===== src/sv/assert_macros.svh =====
// Assertion macros shared by the clock calendar RTL.
// Depends on nothing; included by the files that carry assertions.
`ifndef ASSERT_MACROS_SVH
`define ASSERT_MACROS_SVH

// Property checked at every rising clock edge outside reset.
`define ASSERT_CLK(label, clk, rst, prop, msg) \
   label: assert property (@(posedge clk) disable iff (rst) (prop)) else $error(msg);

// Implication checked at every rising clock edge outside reset.
`define ASSERT_IMPL(label, clk, rst, cond, prop, msg) \
   label: assert property (@(posedge clk) disable iff (rst) (cond) |-> (prop)) else $error(msg);

`endif


===== src/sv/tsrtc_pkg.sv =====
// Types, constants and calendar functions for the clock calendar with alarm.
// Depends on nothing; used by every module of the block.
`default_nettype none

package tsrtc_pkg;

   // Timebase.
   localparam int TPS = 10;

   // Field widths.
   localparam int CMD_W   = 3;
   localparam int HOUR_W  = 5;
   localparam int MIN_W   = 6;
   localparam int SEC_W   = 6;
   localparam int TENTH_W = 4;
   localparam int YEAR_W  = 14;
   localparam int MONTH_W = 4;
   localparam int DAY_W   = 5;
   localparam int ALARM_W = 21;

   // Calendar limits.
   localparam int LAST_YEAR = 9999;
   localparam int ALARM_MAX = 2 ** ALARM_W - 1;

   // Tick weights of the alarm duration fields.
   localparam int SEC_TICKS  = TPS;
   localparam int MIN_TICKS  = 60 * TPS;
   localparam int HOUR_TICKS = 3600 * TPS;

   // Divisibility by 25 through the modular inverse of 25 on the year width.
   localparam logic [YEAR_W-1:0] INV25     = 14'd7209;
   localparam logic [YEAR_W-1:0] DIV25_MAX = 14'd655;

   // Command codes.
   localparam logic [CMD_W-1:0] CMD_TICK        = 3'd0;
   localparam logic [CMD_W-1:0] CMD_SET_TIME    = 3'd1;
   localparam logic [CMD_W-1:0] CMD_SET_DATE    = 3'd2;
   localparam logic [CMD_W-1:0] CMD_SET_ALARM   = 3'd3;
   localparam logic [CMD_W-1:0] CMD_CLEAR_ALARM = 3'd4;

   // Decoded operation strobes, at most one set, only for an item in flight.
   typedef struct packed {
      logic tick;
      logic set_time;
      logic set_date;
      logic set_alarm;
      logic clear_alarm;
   } op_type;

   // Gregorian leap year: divisible by 4 and not by 100, or divisible by 400.
   // Divisible by 100 is divisible by 4 and by 25; by 400 is by 16 and by 25.
   function automatic logic leap_year(input logic [YEAR_W-1:0] year);
      logic [YEAR_W-1:0] prod;
      logic div25;
      prod  = year * INV25;
      div25 = (prod <= DIV25_MAX);
      return ((year[1:0] == 2'd0) && !div25) || ((year[3:0] == 4'd0) && div25);
   endfunction

   // Length of a month; codes outside 1 to 12 give 31.
   function automatic logic [DAY_W-1:0] days_of_month(input logic [MONTH_W-1:0] month,
                                                      input logic leap);
      logic [DAY_W-1:0] len;
      unique case (month)
         4'd2:                      len = leap ? 5'd29 : 5'd28;
         4'd4, 4'd6, 4'd9, 4'd11:   len = 5'd30;
         default:                   len = 5'd31;
      endcase
      return len;
   endfunction

endpackage

`default_nettype wire


===== src/sv/tsrtc_time.sv =====
// Time-of-day counter: tenth, second, minute and hour with carry chain.
// Depends on tsrtc_pkg.
`default_nettype none

module tsrtc_time (
   input  wire logic                          clock,
   input  wire logic                          reset,
   input  wire tsrtc_pkg::op_type             op,
   input  wire logic [tsrtc_pkg::HOUR_W-1:0]  in_hour,
   input  wire logic [tsrtc_pkg::MIN_W-1:0]   in_minute,
   input  wire logic [tsrtc_pkg::SEC_W-1:0]   in_second,
   input  wire logic [tsrtc_pkg::TENTH_W-1:0] in_tenth,
   output logic      [tsrtc_pkg::HOUR_W-1:0]  hour_in,
   output logic      [tsrtc_pkg::MIN_W-1:0]   minute_in,
   output logic      [tsrtc_pkg::SEC_W-1:0]   second_in,
   output logic      [tsrtc_pkg::TENTH_W-1:0] tenth_in,
   output logic                               day_wrap,
   output logic                               time_ok
);

   logic [tsrtc_pkg::HOUR_W-1:0]  hour_ff;
   logic [tsrtc_pkg::MIN_W-1:0]   minute_ff;
   logic [tsrtc_pkg::SEC_W-1:0]   second_ff;
   logic [tsrtc_pkg::TENTH_W-1:0] tenth_ff;
   logic tenth_last, second_last, minute_last, hour_last, set_valid;

   // Last value of each digit before it carries.
   assign tenth_last  = (tenth_ff  == tsrtc_pkg::TENTH_W'(tsrtc_pkg::TPS - 1));
   assign second_last = (second_ff == tsrtc_pkg::SEC_W'(59));
   assign minute_last = (minute_ff == tsrtc_pkg::MIN_W'(59));
   assign hour_last   = (hour_ff   == tsrtc_pkg::HOUR_W'(23));

   // A set-time beat is taken only when every field is in range.
   assign set_valid = (in_tenth  < tsrtc_pkg::TENTH_W'(tsrtc_pkg::TPS)) &&
                      (in_second < tsrtc_pkg::SEC_W'(60)) &&
                      (in_minute < tsrtc_pkg::MIN_W'(60)) &&
                      (in_hour   < tsrtc_pkg::HOUR_W'(24));

   // Next time of day.
   always_comb begin
      hour_in   = hour_ff;
      minute_in = minute_ff;
      second_in = second_ff;
      tenth_in  = tenth_ff;
      day_wrap  = 1'b0;
      time_ok   = 1'b0;
      if (op.tick) begin
         tenth_in = tenth_ff + 1'b1;
         if (tenth_last) begin
            tenth_in  = '0;
            second_in = second_ff + 1'b1;
            if (second_last) begin
               second_in = '0;
               minute_in = minute_ff + 1'b1;
               if (minute_last) begin
                  minute_in = '0;
                  hour_in   = hour_ff + 1'b1;
                  if (hour_last) begin
                     hour_in  = '0;
                     day_wrap = 1'b1;
                  end
               end
            end
         end
      end else if (op.set_time) begin
         time_ok = set_valid;
         if (set_valid) begin
            hour_in   = in_hour;
            minute_in = in_minute;
            second_in = in_second;
            tenth_in  = in_tenth;
         end
      end
   end

   // Time-of-day registers.
   always_ff @(posedge clock) begin
      if (reset) begin
         hour_ff   <= '0;
         minute_ff <= '0;
         second_ff <= '0;
         tenth_ff  <= '0;
      end else begin
         hour_ff   <= hour_in;
         minute_ff <= minute_in;
         second_ff <= second_in;
         tenth_ff  <= tenth_in;
      end
   end

endmodule

`default_nettype wire


===== src/sv/tsrtc_date.sv =====
// Date counter with Gregorian leap years and set-date validation.
// Depends on tsrtc_pkg.
`default_nettype none

module tsrtc_date (
   input  wire logic                          clock,
   input  wire logic                          reset,
   input  wire tsrtc_pkg::op_type             op,
   input  wire logic                          day_wrap,
   input  wire logic [tsrtc_pkg::YEAR_W-1:0]  in_year,
   input  wire logic [tsrtc_pkg::MONTH_W-1:0] in_month,
   input  wire logic [tsrtc_pkg::DAY_W-1:0]   in_day,
   output logic      [tsrtc_pkg::YEAR_W-1:0]  year_in,
   output logic      [tsrtc_pkg::MONTH_W-1:0] month_in,
   output logic      [tsrtc_pkg::DAY_W-1:0]   day_in,
   output logic                               date_ok
);

   logic [tsrtc_pkg::YEAR_W-1:0]  year_ff;
   logic [tsrtc_pkg::MONTH_W-1:0] month_ff;
   logic [tsrtc_pkg::DAY_W-1:0]   day_ff;
   logic [tsrtc_pkg::DAY_W-1:0]   cur_len, set_len;
   logic set_valid;

   // Month lengths for the current date and for the requested date.
   assign cur_len = tsrtc_pkg::days_of_month(month_ff, tsrtc_pkg::leap_year(year_ff));
   assign set_len = tsrtc_pkg::days_of_month(in_month, tsrtc_pkg::leap_year(in_year));

   assign set_valid = (in_year < tsrtc_pkg::YEAR_W'(tsrtc_pkg::LAST_YEAR)) &&
                      (in_month >= 4'd1) && (in_month <= 4'd12) &&
                      (in_day >= 5'd1) && (in_day <= set_len);

   // Next date: roll day, month and year at midnight, or load a valid date.
   always_comb begin
      year_in  = year_ff;
      month_in = month_ff;
      day_in   = day_ff;
      date_ok  = 1'b0;
      if (op.tick) begin
         if (day_wrap) begin
            day_in = day_ff + 1'b1;
            if (day_ff >= cur_len) begin
               day_in   = 5'd1;
               month_in = month_ff + 1'b1;
               if (month_ff >= 4'd12) begin
                  month_in = 4'd1;
                  if (year_ff >= tsrtc_pkg::YEAR_W'(tsrtc_pkg::LAST_YEAR)) begin
                     year_in = '0;
                  end else begin
                     year_in = year_ff + 1'b1;
                  end
               end
            end
         end
      end else if (op.set_date) begin
         date_ok = set_valid;
         if (set_valid) begin
            year_in  = in_year;
            month_in = in_month;
            day_in   = in_day;
         end
      end
   end

   // Date registers; reset gives day 1 of month 1 of year 0.
   always_ff @(posedge clock) begin
      if (reset) begin
         year_ff  <= '0;
         month_ff <= 4'd1;
         day_ff   <= 5'd1;
      end else begin
         year_ff  <= year_in;
         month_ff <= month_in;
         day_ff   <= day_in;
      end
   end

endmodule

`default_nettype wire


===== src/sv/tsrtc_alarm.sv =====
// One-shot relative alarm: saturating load and countdown on ticks.
// Depends on tsrtc_pkg.
`default_nettype none

module tsrtc_alarm (
   input  wire logic                          clock,
   input  wire logic                          reset,
   input  wire tsrtc_pkg::op_type             op,
   input  wire logic [tsrtc_pkg::HOUR_W-1:0]  in_hour,
   input  wire logic [tsrtc_pkg::MIN_W-1:0]   in_minute,
   input  wire logic [tsrtc_pkg::SEC_W-1:0]   in_second,
   input  wire logic [tsrtc_pkg::TENTH_W-1:0] in_tenth,
   output logic                               fired
);

   logic [tsrtc_pkg::ALARM_W-1:0] count_ff, count_in, count_dec, load_val;
   logic                          on_ff, on_in;
   logic [31:0]                   load_sum;

   // Duration in ticks, by constant weights, saturated to the counter width.
   assign load_sum = 32'(in_tenth) +
                     32'(in_second) * 32'(tsrtc_pkg::SEC_TICKS) +
                     32'(in_minute) * 32'(tsrtc_pkg::MIN_TICKS) +
                     32'(in_hour)   * 32'(tsrtc_pkg::HOUR_TICKS);
   assign load_val = (load_sum > 32'(tsrtc_pkg::ALARM_MAX)) ?
                     tsrtc_pkg::ALARM_W'(tsrtc_pkg::ALARM_MAX) :
                     load_sum[tsrtc_pkg::ALARM_W-1:0];

   // The count stops at zero.
   assign count_dec = (count_ff != '0) ? count_ff - 1'b1 : count_ff;

   // Countdown and enable; firing disarms the alarm.
   always_comb begin
      count_in = count_ff;
      on_in    = on_ff;
      fired    = 1'b0;
      if (op.tick) begin
         if (on_ff) begin
            count_in = count_dec;
            if (count_dec == '0) begin
               fired = 1'b1;
               on_in = 1'b0;
            end
         end
      end else if (op.set_alarm) begin
         count_in = load_val;
         on_in    = 1'b1;
      end else if (op.clear_alarm) begin
         on_in = 1'b0;
      end
   end

   always_ff @(posedge clock) begin
      if (reset) begin
         count_ff <= '0;
         on_ff    <= 1'b0;
      end else begin
         count_ff <= count_in;
         on_ff    <= on_in;
      end
   end

endmodule

`default_nettype wire


===== src/sv/tenth_second_clock_calendar_alarm_unit.sv =====
// Clock calendar with one-shot alarm: top level.
// A request beat is held in the request register, passes the single update and is then
// presented from the result register. Throughput: one beat per cycle while rsp_stall does
// not hold a waiting result, set by the single update pass between the two registers.
// Reset (synchronous): time 00:00:00.0, date day 1 month 1 year 0, alarm off.
// Depends on tsrtc_pkg, tsrtc_time, tsrtc_date, tsrtc_alarm, assert_macros.svh.
`default_nettype none

`include "assert_macros.svh"

module tenth_second_clock_calendar_alarm_unit (
   input  wire logic                          clock,
   input  wire logic                          reset,
   input  wire logic                          req_valid,
   output logic                               req_stall,
   input  wire logic [tsrtc_pkg::CMD_W-1:0]   req_cmd,
   input  wire logic [tsrtc_pkg::HOUR_W-1:0]  req_in_hour,
   input  wire logic [tsrtc_pkg::MIN_W-1:0]   req_in_minute,
   input  wire logic [tsrtc_pkg::SEC_W-1:0]   req_in_second,
   input  wire logic [tsrtc_pkg::TENTH_W-1:0] req_in_tenth,
   input  wire logic [tsrtc_pkg::YEAR_W-1:0]  req_in_year,
   input  wire logic [tsrtc_pkg::MONTH_W-1:0] req_in_month,
   input  wire logic [tsrtc_pkg::DAY_W-1:0]   req_in_day,
   output logic                               rsp_valid,
   input  wire logic                          rsp_stall,
   output logic      [tsrtc_pkg::HOUR_W-1:0]  rsp_out_hour,
   output logic      [tsrtc_pkg::MIN_W-1:0]   rsp_out_minute,
   output logic      [tsrtc_pkg::SEC_W-1:0]   rsp_out_second,
   output logic      [tsrtc_pkg::TENTH_W-1:0] rsp_out_tenth,
   output logic      [tsrtc_pkg::YEAR_W-1:0]  rsp_out_year,
   output logic      [tsrtc_pkg::MONTH_W-1:0] rsp_out_month,
   output logic      [tsrtc_pkg::DAY_W-1:0]   rsp_out_day,
   output logic                               rsp_alarm_fired,
   output logic                               rsp_ok
);

   // Request register.
   logic                          in_valid_ff, in_valid_in;
   logic [tsrtc_pkg::CMD_W-1:0]   cmd_ff;
   logic [tsrtc_pkg::HOUR_W-1:0]  hour_ff;
   logic [tsrtc_pkg::MIN_W-1:0]   minute_ff;
   logic [tsrtc_pkg::SEC_W-1:0]   second_ff;
   logic [tsrtc_pkg::TENTH_W-1:0] tenth_ff;
   logic [tsrtc_pkg::YEAR_W-1:0]  year_ff;
   logic [tsrtc_pkg::MONTH_W-1:0] month_ff;
   logic [tsrtc_pkg::DAY_W-1:0]   day_ff;

   // Result register.
   logic                          out_valid_ff, out_valid_in;
   logic [tsrtc_pkg::HOUR_W-1:0]  out_hour_ff;
   logic [tsrtc_pkg::MIN_W-1:0]   out_minute_ff;
   logic [tsrtc_pkg::SEC_W-1:0]   out_second_ff;
   logic [tsrtc_pkg::TENTH_W-1:0] out_tenth_ff;
   logic [tsrtc_pkg::YEAR_W-1:0]  out_year_ff;
   logic [tsrtc_pkg::MONTH_W-1:0] out_month_ff;
   logic [tsrtc_pkg::DAY_W-1:0]   out_day_ff;
   logic                          out_fired_ff, out_ok_ff;

   // Values after the item in flight.
   logic [tsrtc_pkg::HOUR_W-1:0]  hour_in;
   logic [tsrtc_pkg::MIN_W-1:0]   minute_in;
   logic [tsrtc_pkg::SEC_W-1:0]   second_in;
   logic [tsrtc_pkg::TENTH_W-1:0] tenth_in;
   logic [tsrtc_pkg::YEAR_W-1:0]  year_in;
   logic [tsrtc_pkg::MONTH_W-1:0] month_in;
   logic [tsrtc_pkg::DAY_W-1:0]   day_in;
   logic                          day_wrap, time_ok, date_ok, fired, ok;

   logic              advance, accept, out_blocked;
   logic              time_in_range, date_in_range;
   tsrtc_pkg::op_type op;

   // The held beat moves on unless a finished result is still waiting.
   assign out_blocked = out_valid_ff && rsp_stall;
   assign advance     = in_valid_ff && !out_blocked;
   assign req_stall   = in_valid_ff && !advance;
   assign accept      = req_valid && !req_stall;

   assign in_valid_in  = accept || (in_valid_ff && !advance);
   assign out_valid_in = advance || out_blocked;

   // Command decode; strobes fire only for the beat that moves this cycle.
   always_comb begin
      op = '0;
      if (advance) begin
         op.tick        = (cmd_ff == tsrtc_pkg::CMD_TICK);
         op.set_time    = (cmd_ff == tsrtc_pkg::CMD_SET_TIME);
         op.set_date    = (cmd_ff == tsrtc_pkg::CMD_SET_DATE);
         op.set_alarm   = (cmd_ff == tsrtc_pkg::CMD_SET_ALARM);
         op.clear_alarm = (cmd_ff == tsrtc_pkg::CMD_CLEAR_ALARM);
      end
   end

   // Unknown commands are rejected.
   assign ok = op.tick || op.set_alarm || op.clear_alarm ||
               (op.set_time && time_ok) || (op.set_date && date_ok);

   tsrtc_time u_time (
      .clock     (clock),
      .reset     (reset),
      .op        (op),
      .in_hour   (hour_ff),
      .in_minute (minute_ff),
      .in_second (second_ff),
      .in_tenth  (tenth_ff),
      .hour_in   (hour_in),
      .minute_in (minute_in),
      .second_in (second_in),
      .tenth_in  (tenth_in),
      .day_wrap  (day_wrap),
      .time_ok   (time_ok)
   );

   tsrtc_date u_date (
      .clock    (clock),
      .reset    (reset),
      .op       (op),
      .day_wrap (day_wrap),
      .in_year  (year_ff),
      .in_month (month_ff),
      .in_day   (day_ff),
      .year_in  (year_in),
      .month_in (month_in),
      .day_in   (day_in),
      .date_ok  (date_ok)
   );

   tsrtc_alarm u_alarm (
      .clock     (clock),
      .reset     (reset),
      .op        (op),
      .in_hour   (hour_ff),
      .in_minute (minute_ff),
      .in_second (second_ff),
      .in_tenth  (tenth_ff),
      .fired     (fired)
   );

   // Valid flags.
   always_ff @(posedge clock) begin
      if (reset) begin
         in_valid_ff  <= 1'b0;
         out_valid_ff <= 1'b0;
      end else begin
         in_valid_ff  <= in_valid_in;
         out_valid_ff <= out_valid_in;
      end
   end

   // Request payload is captured on an accepted beat.
   always_ff @(posedge clock) begin
      if (accept) begin
         cmd_ff    <= req_cmd;
         hour_ff   <= req_in_hour;
         minute_ff <= req_in_minute;
         second_ff <= req_in_second;
         tenth_ff  <= req_in_tenth;
         year_ff   <= req_in_year;
         month_ff  <= req_in_month;
         day_ff    <= req_in_day;
      end
   end

   // Result payload is captured when the held beat is processed.
   always_ff @(posedge clock) begin
      if (advance) begin
         out_hour_ff   <= hour_in;
         out_minute_ff <= minute_in;
         out_second_ff <= second_in;
         out_tenth_ff  <= tenth_in;
         out_year_ff   <= year_in;
         out_month_ff  <= month_in;
         out_day_ff    <= day_in;
         out_fired_ff  <= fired;
         out_ok_ff     <= ok;
      end
   end

   assign rsp_valid       = out_valid_ff;
   assign rsp_out_hour    = out_hour_ff;
   assign rsp_out_minute  = out_minute_ff;
   assign rsp_out_second  = out_second_ff;
   assign rsp_out_tenth   = out_tenth_ff;
   assign rsp_out_year    = out_year_ff;
   assign rsp_out_month   = out_month_ff;
   assign rsp_out_day     = out_day_ff;
   assign rsp_alarm_fired = out_fired_ff;
   assign rsp_ok          = out_ok_ff;

   // Range checks on the reported time and date.
   assign time_in_range = (rsp_out_hour < 5'd24) && (rsp_out_minute < 6'd60) &&
                          (rsp_out_second < 6'd60);
   assign date_in_range = (rsp_out_month >= 4'd1) && (rsp_out_month <= 4'd12) &&
                          (rsp_out_day >= 5'd1);

   // The request side stalls only behind a blocked result.
   `ASSERT_IMPL(a_stall_cause, clock, reset, req_stall, out_blocked, "stall, no blocked beat")
   // Only an accepted tick can fire the alarm.
   `ASSERT_IMPL(a_fire_ok, clock, reset, rsp_valid && rsp_alarm_fired, rsp_ok, "fire without ok")
   // The reported hour, minute and second stay in range.
   `ASSERT_IMPL(a_time_range, clock, reset, rsp_valid, time_in_range, "time out of range")
   // The reported month stays in range and the reported day is at least 1.
   `ASSERT_IMPL(a_date_range, clock, reset, rsp_valid, date_in_range, "date out of range")

endmodule

`default_nettype wire

===== config.mk =====
export PLATFORM = sky130hd
export DESIGN_NAME = tenth_second_clock_calendar_alarm_unit
export DESIGN_NICKNAME = d
export VERILOG_FILES = /design/src/sv/tsrtc_pkg.sv /design/src/sv/tsrtc_time.sv /design/src/sv/tsrtc_date.sv /design/src/sv/tsrtc_alarm.sv /design/src/sv/tenth_second_clock_calendar_alarm_unit.sv
export VERILOG_INCLUDE_DIRS = /design/src /design/src/sv
export SDC_FILE = /design/constraint.sdc
export NUM_CORES = 1
export LEC_CHECK = 0
export ABC_AREA = 1
export ABC_CLOCK_PERIOD_IN_PS = 7800
export BUFFER_PORTS_ARGS = -buffer_cell sky130_fd_sc_hd__clkbuf_2
export CELL_PAD_IN_SITES_DETAIL_PLACEMENT = 0
export CELL_PAD_IN_SITES_GLOBAL_PLACEMENT = 2
export CORE_ASPECT_RATIO = 0.6
export CORE_UTILIZATION = 41
export DETAILED_ROUTE_END_ITERATION = 6
export PLACE_DENSITY = 0.87
export SYNTH_ARGS = -nofsm -noshare
export SYNTH_HDL_FRONTEND = slang
export SYNTH_HIERARCHICAL = 1
export SYNTH_SLANG_ARGS = --single-unit

===== constraint.sdc =====
create_clock -name clock -period 7.8 [get_ports clock]
set_input_delay 0.78 -clock clock [delete_from_list [all_inputs] [get_ports clock]]
set_output_delay 0.78 -clock clock [all_outputs]
set_load 0.005 [all_outputs]

# Word-level counts from Yosys, hierarchy flattened
# Cells that the tools add are included.
# totals
output_inout_bits,48
register_bits,161
in_bits,51
# classes
n_mul,5
reduce_logical,43
n_mux,65
eq_ne,19
n_lt_le_gt_ge,15
add_sub_neg,11
# op_table
operator,count
$mux W21,5
$mux W14,7
$mux W6,11
$mux W5,13
$mux W4,10
$add A32 B16 Y32,1
$add A32 B21 Y32,1
$gt A32 B21 Y1 const B,1
$le A14 B10 Y1 const B,2
$mul A14 B13 Y14 const B,2
$logic_not A21 Y1,1
$reduce_bool A21 Y1,1
$sub A21 B1 Y21 const B,1
$eq A4 B4 Y1 const B,5
$pmux W5 S2,2
$logic_and A1 B1 Y1,17
$mux W1,17
$eq A4 B3 Y1 const B,4
$mul A5 B11 Y16 const B,1
$add A14 B1 Y14 const B,1
$ge A14 B14 Y1 const B,1
$lt A14 B14 Y1 const B,1
$mul A6 B7 Y13 const B,1
$add A6 B1 Y6 const B,2
29 further kinds,50

# Logic depth before layout (Yosys ltp)
# depth
ltp_word,13
ltp_mapped,32
ltp_nobuf,32

# Modules after synthesis
# The synthesis kept the hierarchy.
# by_module_without_submodules
module,seq_area_each_um2,cells_per_inst,area_per_inst_um2,instances
tsrtc_date,460.4,616,4365.4,1
tsrtc_alarm,440.4,629,4271.6,1
tenth_second_clock_calendar_alarm_unit,2832.7,125,2970.3,1
tsrtc_time,420.4,274,1989.4,1

# Least setup slack after synthesis
# Ideal clock, no wire load.
# synth_path
kind,register to register
from,register year_ff[0] (netlist name)
to,"register out_year_ff, in the netlist rsp_out_year[1] (data pin)"
period_less_slack_ns,5.023
arrival_ns,4.762
path_stages_with_launch,24
required_time_ns,7.538
slack_ns,2.777
cell_sequence,edfxtp_1 > fa_1 > ha_1 > ha_1 > inv_1 > fa_1 > fa_1 > inv_1 > ha_1 > a21oi_1 > o21ai_0 > a31oi_1 > nand3_1 > nand3_1 > nand2_1 > a21oi_1 > ha_1 > a211oi_1 > nor2_4 > nand2_4 > buf_2 > nand2_1 > o211ai_1 > nand2_1
# synth_lines
item,line,text
end signal: assignment,tenth_second_clock_calendar_alarm_unit.sv:171,out_year_ff <= year_in;
end: declaration,tenth_second_clock_calendar_alarm_unit.sv:54,logic [tsrtc_pkg::YEAR_W-1:0] out_year_ff;

==> qor.yml <==
drc: 0
cp_cell_sequence: "fa_1 > ha_1 > ha_1 > inv_1 > fa_1 > fa_1 > inv_1 > ha_1 > a21oi_1 > o21ai_0 > a31oi_1 > nand3_1 > nand3_1 > nand2_1 > a21oi_1 > ha_1 > a211oi_1 > nor2_4 > nand2_4 > nand2_1 > o211ai_1 > nand2_1"
vias: 11300
synthMuxAreaShare: 0
top_layer: "met4"
setup_viol: 0
power_frac_comb: 0.418
min_path_type: "in -> reg"
synth_cell_type_count: 55
worst_pin_slew_ns: 1.21
cts_setup_buffers: 0
drv_cap: 0
final-hold-violation-count: 0
dp.cells: 2141
clock-sinks: 161
worstPathArrival_ns: 6.08
cp-end-kind: "flop"
status: "complete, no violations"
avgSynthCellArea_um2: 8.27
grt_pass1_vias: 10200
ir_worst_vdd_mv: 0.160
grt_pass1_wl_um: 59100
power.clock.fraction: 0.276
dr_wl_met2_um: 13800
crit_path_top_delay_cell: "edfxtp_1"
rsz0062_at_grt: "no"
timing.fmax_mhz: 170
cp_top_family: "adder cells"
synth_area_mm2: 0.0136
critPathRequiredTime_ns: 7.98
critical-path-max-stage-delay_ns: 0.61
grt_max_degree: 49
p_sw_frac: 0.396
synth_fa_ha_area_frac: 0.215
wl_met1_um: 21900
yosysWarningCount: 6
ant_nets: 0
synth.ff_latch_count: 161
dieArea_mm2: 0.0339
wl_per_cell_um: 17.7
syn2layout_area_growth_pct: 11.0
first_iter_violations: 890
mostFrequentLayoutCell: "nand2_1"
crit_path_max_fanout: 44
initial_core_util: 0.418
power_density_mw_per_mm2: 211
drv_slew: 0
met3_length_um: 2450
antenna_found_initial: 1
grtUsageTotal: 0.231
clk_pin_slew_ns: 0.07
synth_compound_area_frac: 0.121
die_h_um: 143
fin_tns_setup_ns: 0
hpwlAfterDp_um: 30100
worstSetupStartpointType: "flop"
power.switching_mw: 1.26
syn-num-nets: 1906
numCtsBuffers: 17
fillers: 3219
rows: 51
layout_common_cells: "nand2_1, inv_1, ha_1"
ys_seq_area_frac: 0.306
gp_congestion: 0.854
ctsHoldBuffers: 0
period_share: 0.756
critPathBufInv: 2
maxSlewHeadroom: 0.193
cts_resized: 0
crit_type: "reg -> reg"
viasPerCell: 5.18
cts_tree: "built"
instances_no_fill: 2174
drtPass1Iterations: 6
coreArea_mm2: 0.0325
finClkSkew_ns: 0.0105
drive_gt1_frac: 0.143
p_leak_nw: 7.46
power_mw: 3.19
pwr-share-seq: 0.306
die_width_um: 237
grt-ovfl-total: 0
cts_buffer_depth: 2
nets: 1998
period_needed_ns: 5.89
synth_cells: 1644
synth_top_family_by_area: "simple AND/OR/NAND/NOR gates"
clk_latency_ns: 0.46
clockRootBuffer: "clkbuf_16"
ioPinCount: 99
routed_wirelength_um: 38400
synth_xor_area_frac: 0.0468
p_int_mw: 1.93
htreeDepth: 4
synth_simple_gate_area_share: 0.230
timing.critical_path.mode_cell: "ha_1"
portBuffers: 98
==> final cells by class <==
class                           instances  area, um^2  share of cell area
Clock buffer                           17         425              0.0282
Clock inverter                         15         176              0.0117
Tap cell                              424         531              0.0352
Antenna cell                            1        2.50            0.000166
Inverter                              250         941              0.0624
Sequential cell                       161        4150               0.275
Multi-Input combinational cell       1203        8330               0.552
Timing Repair Buffer                  103         528              0.0350
==> path summary, 6_finish.rpt <==
path	from	end	slack, ns	cells past startpoint
worst min register to register	u_alarm/on_ff	u_alarm/on_ff	0.51	2
worst max-delay path	year_ff[0]	rsp_out_year[1]	1.91	22
worst min-delay path	req_in_year[6]	year_ff[6]	0.50	1
worst max register to register	year_ff[0]	rsp_out_year[1]	1.91	22
==> stage by stage <==
step            util  worst slack, ns  area, um^2  hold WS (ns)
3_3_place_gp   0.445             1.97       14500         0.486
3_5_place_dp   0.445             1.99       14500         0.495
5_1_grt        0.464             1.47       15100         0.477
2_1_floorplan      -             2.78       13600         0.464
6_report       0.464             1.91       15100         0.498
4_1_cts        0.464             1.95       15100         0.478
==> routing by layer <==
layer  vias to the layer above  global-route usage
met5                         -                   0
met4                         0              0.0424
met3                        16              0.0470
met2                       297               0.288
met1                      5255               0.387
li1                       5693                   -
==> cell families (layout without fill, tap and decap cells) <==
| family | count (synthesis) | count (layout) |
|---|---|---|
| AO/OA/AOI/OAI | 273 | 273 |
| buffers and inverters | 280 | 385 |
| XOR/XNOR | 71 | 71 |
| adder cells (fa/ha/maj) | 211 | 211 |
| flip-flops | 161 | 161 |
| AND/OR/NAND/NOR | 648 | 648 |
| other | 0 | 1 |
==> synthesized netlist by cell type (all sizes together) <==
cell    count  share of area
a21o        3         0.0017
buf        15         0.0084
o31ai       1        0.00055
o21ai      94          0.037
nor2b       1        0.00046
nand2     334           0.10
edfxtp     93           0.21
and2        1        0.00046
o221ai      1        0.00064
o21bai      2         0.0011
o211ai     22          0.017
a31oi       5         0.0023
inv       249          0.069
a211oi      2         0.0011
ha        174           0.16
clkbuf     15         0.0049
nand2b      2        0.00092
xor2       42          0.028
a21boi      3         0.0017
nand3b     12         0.0066
or2         7         0.0032
a21oi     129          0.053
fa         37          0.054
nor3       12         0.0044
clkinv      1        0.00028
nor4        2         0.0014
nand4      35          0.017
dfxtp      68           0.10
xnor2      29          0.019
o22ai      11         0.0051
nand3     118          0.049
nor2      124          0.046
==> worst reg2reg max path: cells and delay by family, from the launching register on <==
kind / cells / cell delay, ns
buffers and inverters: 2 / 0.11
AOI/OAI and AO/OA: 6 / 1.09
adders and majority gates: 7 / 2.80
DFF: 1 / 0.61
and+or+nand+nor: 7 / 1.02
==> flip-flops by register name, indices dropped and copies added (netlist names), 6 cells and up <==
name,count
u_alarm/count_ff,21
rsp_out_year,14
u_date/year_ff,14
year_ff,14
minute_ff,6
rsp_out_minute,6
rsp_out_second,6
second_ff,6
u_time/minute_ff,6
u_time/second_ff,6
==> power groups by stage <==
stage / logic [mW] / registers [mW] / clock network, mW
detailed placement: 1.31 / 0.995 / 0
global route: 1.51 / 0.981 / 0.925
floorplan: 0.978 / 0.977 / 0
CTS: 1.33 / 0.977 / 0.896
global placement: 1.31 / 0.996 / 0
finish: 1.33 / 0.977 / 0.879
(Power assumes the default switching activity.)
